$ cat src/design/mcvr_pkg.sv
// ----------------------------------------------------------------------------
// mcvr_pkg
// Shared types and constants of the mesh chunk vertex remapper.
// ----------------------------------------------------------------------------
`timescale 1ns / 1ps

package mcvr_pkg;

  localparam int unsigned MAX_TRIANGLES_DEF   = 8192;
  localparam int unsigned REMAP_ENTRIES_DEF   = 32768;
  localparam int unsigned SECTION_ID_BITS_DEF = 8;

  localparam int unsigned LOCAL_LIMIT  = 32768;
  localparam int unsigned EPOCH_W      = 16;
  localparam logic [13:0] MAX_TRI_RST  = 14'd5000;
  localparam logic [31:0] HASH_MULT    = 32'd2654435761;
  localparam int unsigned HASH_SHIFT   = 17;

  typedef enum logic [1:0] {
    KIND_OPEN = 2'd0,
    KIND_COPY = 2'd1,
    KIND_TRI  = 2'd2,
    KIND_DROP = 2'd3
  } kind_e;

  typedef enum logic [3:0] {
    S_INIT,
    S_IDLE,
    S_CHECK,
    S_OPEN,
    S_WIPE,
    S_DECIDE,
    S_HASH,
    S_SLOT,
    S_PROBE,
    S_INSERT,
    S_DRYEND,
    S_TRI,
    S_DROP
  } state_e;

  typedef struct packed {
    logic  latch;
    logic  open_chunk;
    logic  wipe;
    logic  slot_hash;
    logic  slot_next;
    logic  rec_hit;
    logic  count_new;
    logic  nnew_rst;
    logic  corner_rst;
    logic  corner_next;
    logic  insert;
    logic  tri_inc;
    logic  out_load;
    kind_e out_kind;
  } cmd_t;

  typedef struct packed {
    logic invalid;
    logic need_open;
    logic fits3;
    logic fits_nnew;
    logic hit;
    logic empty;
    logic exhausted;
    logic out_free;
    logic wipe_done;
    logic epoch_wrap;
    logic corner_last;
  } status_t;

endpackage

$ cat src/design/mcvr_ctrl.sv
// ----------------------------------------------------------------------------
// mcvr_ctrl
// Controller: sequences chunk opening, table walks and result emission.
// ----------------------------------------------------------------------------
`timescale 1ns / 1ps

module mcvr_ctrl (
  input  logic              clk_i,
  input  logic              rst_ni,
  input  logic              in_valid_i,
  output logic              in_stall_o,
  input  mcvr_pkg::status_t st_i,
  output mcvr_pkg::cmd_t    cmd_o
);

  mcvr_pkg::state_e state_q, state_d;
  logic dry_q, dry_d;

  always_ff @(posedge clk_i or negedge rst_ni) begin
    if (!rst_ni) begin
      state_q <= mcvr_pkg::S_INIT;
      dry_q   <= 1'b0;
    end else begin
      state_q <= state_d;
      dry_q   <= dry_d;
    end
  end

  assign in_stall_o = (state_q != mcvr_pkg::S_IDLE);

  always_comb begin
    state_d = state_q;
    dry_d   = dry_q;
    cmd_o   = '0;
    cmd_o.out_kind = mcvr_pkg::KIND_OPEN;
    case (state_q)
      mcvr_pkg::S_INIT: begin
        cmd_o.wipe = 1'b1;
        if (st_i.wipe_done) begin
          state_d = mcvr_pkg::S_IDLE;
        end
      end
      mcvr_pkg::S_IDLE: begin
        if (in_valid_i) begin
          cmd_o.latch = 1'b1;
          state_d = mcvr_pkg::S_CHECK;
        end
      end
      mcvr_pkg::S_CHECK: begin
        state_d = st_i.need_open ? mcvr_pkg::S_OPEN : mcvr_pkg::S_DECIDE;
      end
      mcvr_pkg::S_OPEN: begin
        if (st_i.out_free) begin
          cmd_o.out_load   = 1'b1;
          cmd_o.out_kind   = mcvr_pkg::KIND_OPEN;
          cmd_o.open_chunk = 1'b1;
          state_d = st_i.epoch_wrap ? mcvr_pkg::S_WIPE : mcvr_pkg::S_DECIDE;
        end
      end
      mcvr_pkg::S_WIPE: begin
        cmd_o.wipe = 1'b1;
        if (st_i.wipe_done) begin
          state_d = mcvr_pkg::S_DECIDE;
        end
      end
      mcvr_pkg::S_DECIDE: begin
        cmd_o.corner_rst = 1'b1;
        cmd_o.nnew_rst   = 1'b1;
        dry_d = !st_i.fits3;
        state_d = st_i.invalid ? mcvr_pkg::S_DROP : mcvr_pkg::S_HASH;
      end
      mcvr_pkg::S_HASH: begin
        state_d = mcvr_pkg::S_SLOT;
      end
      mcvr_pkg::S_SLOT: begin
        cmd_o.slot_hash = 1'b1;
        state_d = mcvr_pkg::S_PROBE;
      end
      mcvr_pkg::S_PROBE: begin
        if (st_i.hit || (dry_q && (st_i.empty || st_i.exhausted))) begin
          cmd_o.rec_hit   = !dry_q;
          cmd_o.count_new = dry_q && !st_i.hit;
          if (st_i.corner_last) begin
            state_d = dry_q ? mcvr_pkg::S_DRYEND : mcvr_pkg::S_TRI;
          end else begin
            cmd_o.corner_next = 1'b1;
            state_d = mcvr_pkg::S_HASH;
          end
        end else if (st_i.empty) begin
          state_d = mcvr_pkg::S_INSERT;
        end else begin
          cmd_o.slot_next = 1'b1;
        end
      end
      mcvr_pkg::S_INSERT: begin
        if (st_i.out_free) begin
          cmd_o.out_load = 1'b1;
          cmd_o.out_kind = mcvr_pkg::KIND_COPY;
          cmd_o.insert   = 1'b1;
          if (st_i.corner_last) begin
            state_d = mcvr_pkg::S_TRI;
          end else begin
            cmd_o.corner_next = 1'b1;
            state_d = mcvr_pkg::S_HASH;
          end
        end
      end
      mcvr_pkg::S_DRYEND: begin
        cmd_o.corner_rst = 1'b1;
        dry_d = 1'b0;
        state_d = st_i.fits_nnew ? mcvr_pkg::S_HASH : mcvr_pkg::S_DROP;
      end
      mcvr_pkg::S_TRI: begin
        if (st_i.out_free) begin
          cmd_o.out_load = 1'b1;
          cmd_o.out_kind = mcvr_pkg::KIND_TRI;
          cmd_o.tri_inc  = 1'b1;
          state_d = mcvr_pkg::S_IDLE;
        end
      end
      mcvr_pkg::S_DROP: begin
        if (st_i.out_free) begin
          cmd_o.out_load = 1'b1;
          cmd_o.out_kind = mcvr_pkg::KIND_DROP;
          state_d = mcvr_pkg::S_IDLE;
        end
      end
      default: begin
        state_d = mcvr_pkg::S_IDLE;
      end
    endcase
  end

`ifndef SYNTHESIS
  a_load_free: assert property (@(posedge clk_i) disable iff (!rst_ni)
    cmd_o.out_load |-> st_i.out_free) else $error("result loaded over a held result");
  a_insert_empty: assert property (@(posedge clk_i) disable iff (!rst_ni)
    cmd_o.insert |-> st_i.empty) else $error("insert into an occupied slot");
  a_accept_check: assert property (@(posedge clk_i) disable iff (!rst_ni)
    (in_valid_i && !in_stall_o) |=> (state_q == mcvr_pkg::S_CHECK))
    else $error("accepted item not checked");
  a_open_next: assert property (@(posedge clk_i) disable iff (!rst_ni)
    cmd_o.open_chunk |=> (state_q == mcvr_pkg::S_DECIDE || state_q == mcvr_pkg::S_WIPE))
    else $error("chunk open not followed by decide or wipe");
`endif

endmodule

$ cat config.mk
export PLATFORM = sky130hd
export DESIGN_NAME = mcvr_ctrl
export DESIGN_NICKNAME = d
export VERILOG_FILES = /design/src/design/mcvr_pkg.sv /design/src/design/mcvr_ctrl.sv
export SDC_FILE = /design/constraint.sdc
export NUM_CORES = 1
export LEC_CHECK = 0
export BUFFER_PORTS_ARGS = -buffer_cell sky130_fd_sc_hd__buf_2
export CORE_UTILIZATION = 50
export CTS_BUF_LIST = sky130_fd_sc_hd__clkbuf_8
export DETAILED_ROUTE_END_ITERATION = 10
export GPL_ROUTABILITY_DRIVEN = 0
export GPL_TIMING_DRIVEN = 0
export PLACE_DENSITY_LB_ADDON = 0.08
export SLEW_MARGIN = 30
export SYNTH_ARGS = -nofsm -noshare
export SYNTH_HDL_FRONTEND = slang
export SYNTH_SLANG_ARGS = --single-unit
$ cat constraint.sdc
create_clock -name clk_i -period 3.7 [get_ports clk_i]
set_input_delay 0.74 -clock clk_i [delete_from_list [all_inputs] [get_ports clk_i]]
set_output_delay 0.74 -clock clk_i [all_outputs]
set_load 0.02 [all_outputs]
==> results by group <==
STA
  • Unrepaired setup endpoints after global routing: false
  • Total negative setup slack: 0 ns
  • Fin. Hold Viols: 0
  • Max-slew violations: 0
  • Setup-failing EPs final: 0
  • Max-slew headroom: 61.4%
  • Final period utilization: 75.1%
  • Final min period: 2.78 ns
  • Slew @ Worst Pin: 0.573 ns
  • Worst Clk Skew: 0.00430 ns
  • Achievable frequency: 0.360 GHz

Clock tree
  • Clock Path Buffers: 2
  • Worst-Skew Late Latency: 0.22 ns
  • Htree depth: 1
  • Total CTS buffers: 3
  • Post-CTS sizing: 0
  • Clk slew on worst S/H paths: 0.04 ns
  • Post-CTS setup buffer count: 0
  • CTS tree: yes
  • CTS Sinks: 5
  • Hold-fix buffers at CTS: 0
  • Clock root cell: clkbuf_8

Critical path
  • Critical path class: reg2out
  • RR Startpoint: state_q[1]
  • Crit path launch type: register
  • R2R setup slack: 1.50 ns
  • Slowest cell on the critical path: or4b_1
  • Crit path capture type: output pin
  • Critical path arrival: 2.04 ns
  • Worst EP required: 2.96 ns
  • Worst-path cell chain: or4b_1 > buf_2 > or4_4 > inv_1 > buf_2
  • Cell with the most instances on the worst path: buf_2
  • Crit path max fanout: 7
  • Worst Reg-to-Reg Cells: 5
  • Largest stage delay, worst path: 0.52 ns
  • R2R Path End: state_q[0]

Floorplan
  • Die Area: 0.00148 mm²
  • Number of I/O pins: 30
  • Initial Utilization: 56.8%
  • Core area: 0.00117 mm²
  • Die H: 38.5 µm
  • Cell Rows: 12
  • Die Wd: 38.5 µm

Place
  • Dpl hpwl: 1380 µm
  • Buffers on Ports: 29
  • Dpl cell area: 828 µm²

Drt
  • DRC: 0
  • Initial DRC count: 25
  • Drt pass-1 iters: 4
  • Per-cell routed wire length: 13.4 µm
  • Detail-routed via count per cell: 5.84
  • Vias: 788
  • Post-route ant nets: 0
  • Final WL: 1810 µm

Cells and area
  • ANT cells: 0
  • Area grow syn2layout: 31.2%
  • Multi-input logic area: 487 µm²
  • Layout fillers: 101
  • Post-route cell area: 873 µm²
  • Post-layout net count: 136
  • FF+latch area: 125 µm²
  • Layout cell share with drive strength beyond 1: 33.9%

Synthesis
  • Async set-reset flop share out of synthesis: 100%
  • Cell variety after synth: 37
  • Ys Warns: 0
  • Post-synth EDFFs: 0
  • Avg Inst Size Synth: 7.56 µm²
  • Post-synth net total: 102
  • Area fraction of the dominant cell type after synthesis: 18.8%
  • Top FF cell, synth: dfrtp_1
  • Syn Std Cell Area: 666 µm²
  • #FFs+latches synth: 5
  • Gate Count Post-Synth: 88
  • Dominant cells by area after synthesis: dfrtp_1 (19%), mux2_4 (9.0%), o221ai_1 (5.3%), nor2_1 (5.1%), nor2b_1 (4.7%)
  • Cell taking the most area after synthesis: dfrtp_1
  • Post-synthesis sequential area ratio: 18.8%

Worst hold path
  • Worst min path class: in2async

Global routing
  • Total Routing Usage GR: 27.6%
  • Vias in the first global route: 660
  • Initial antenna violation count: 0
  • Total congestion overflow: 0
  • Global-route wire length before repair: 2770 µm
  • Largest net degree at the start of global routing: 11

Run status
  • Status: finished, final reports clean

Pwr
  • Leak: 0.000439 µW
  • P per Cell Area: 841 mW/mm²
  • Peak VDD IR: 0.000399 V
  • Overall Power: 734 µW

Job
  • Max_cap viols: 0
how the worst max path moves through the flow:
| stage | from | to | cells after the start | slack [ns] |
|---|---|---|---|---|
| 2_1_floorplan | st_i[4] | cmd_o[5] | 4 | 1.12 |
| 3_3_place_gp | st_i[4] | cmd_o[5] | 6 | 1.14 |
| 3_5_place_dp | st_i[4] | cmd_o[5] | 6 | 1.12 |
| 4_1_cts | state_q[1] | cmd_o[10] | 5 | 0.93 |
| 5_1_grt | state_q[1] | cmd_o[10] | 5 | 0.84 |
| 6_report | state_q[1] | cmd_o[10] | 5 | 0.92 |
registers in the layout, indices dropped and copies added, names as in the netlist:
signal   flops
dry_q        1
state_q      4
cell usage after synthesis (all sizes together) (3+ instances only):
cell    count
a21oi       6
clkbuf      5
dfrtp       5
inv         7
mux2        5
nand2       4
nand2b      3
nor2        9
nor2b       5
nor3        4
o21ai       3
o221ai      4
critical path, delay by kind of cell, from the launching register on:
family                 cells  cell delay (ns)
and+or+nand+nor            2             0.97
DFF                        1             0.45
buffers and inverters      3             0.40
kinds of logic (layout without fill, tap and decap cells):
kind of cell / Yosys count / after routing / share of synthesized area (%)
buffers and inverters: 14 / 47 / 8.08
flip-flops: 5 / 5 / 18.8
multiplexers: 5 / 5 / 10.7
XOR/XNOR: 1 / 1 / 1.32
AND/OR/NAND/NOR: 35 / 35 / 29.3
AO/OA/AOI/OAI: 28 / 28 / 31.8
placed cells by master, fill, tap and decap left out, drive strengths merged:
master and count:
a211o 1, or4b 1, or2 1, a21boi 1
a32oi 1, and3 2, o221ai 4, or4 1
xnor2 1, nand2 4, a22oi 2, o21ai 3
nor3 4, clkbuf 8, o21a 2, inv 8
and3b 1, a21o 2, buf 31, a21oi 6
a31oi 1, nor3b 1, o211ai 1, o21bai 1
nor4b 1, nand3 1, o32ai 1, nor2 9
nor2b 5, nand2b 3, a2bb2oi 1, o31a 1
nor4 1, dfrtp 5, mux2 5
layout make-up:
cell class                 instances  area share [%]
tap                               14            2.01
multi-input combinational         69            55.7
timing repair buffer              29            16.6
sequential                         5            14.3
inverter                           7            3.01
clock inverter                     1           0.430
clock buffer                       3            4.73
buffer                             7            3.15
layer usage:
metal / share of wire (%) / vias up / track usage [%]
li1: - / 388 / -
met1: 46 / 373 / 33.0
met2: 48 / 27 / 47.1
met3: 5.6 / 0 / 6.98
met4: 0 / 0 / 9.48
met5: 0 / - / 0
report_power, final:
group	switching [µW]	internal, µW
Clock	26.2	71.1
Combinational	299	228
Sequential	27.9	82.1
Total	353	381
through the flow:
stage	setup WS (ns)	util, %	std cells	hold slack [ns]
2_1_floorplan	1.12	-	88	0.444
3_3_place_gp	1.14	70.7	131	0.552
3_5_place_dp	1.12	70.7	131	0.558
4_1_cts	0.930	74.6	135	0.327
5_1_grt	0.835	74.6	135	0.328
6_report	0.921	74.6	135	0.327
(Power assumes the default switching activity.)
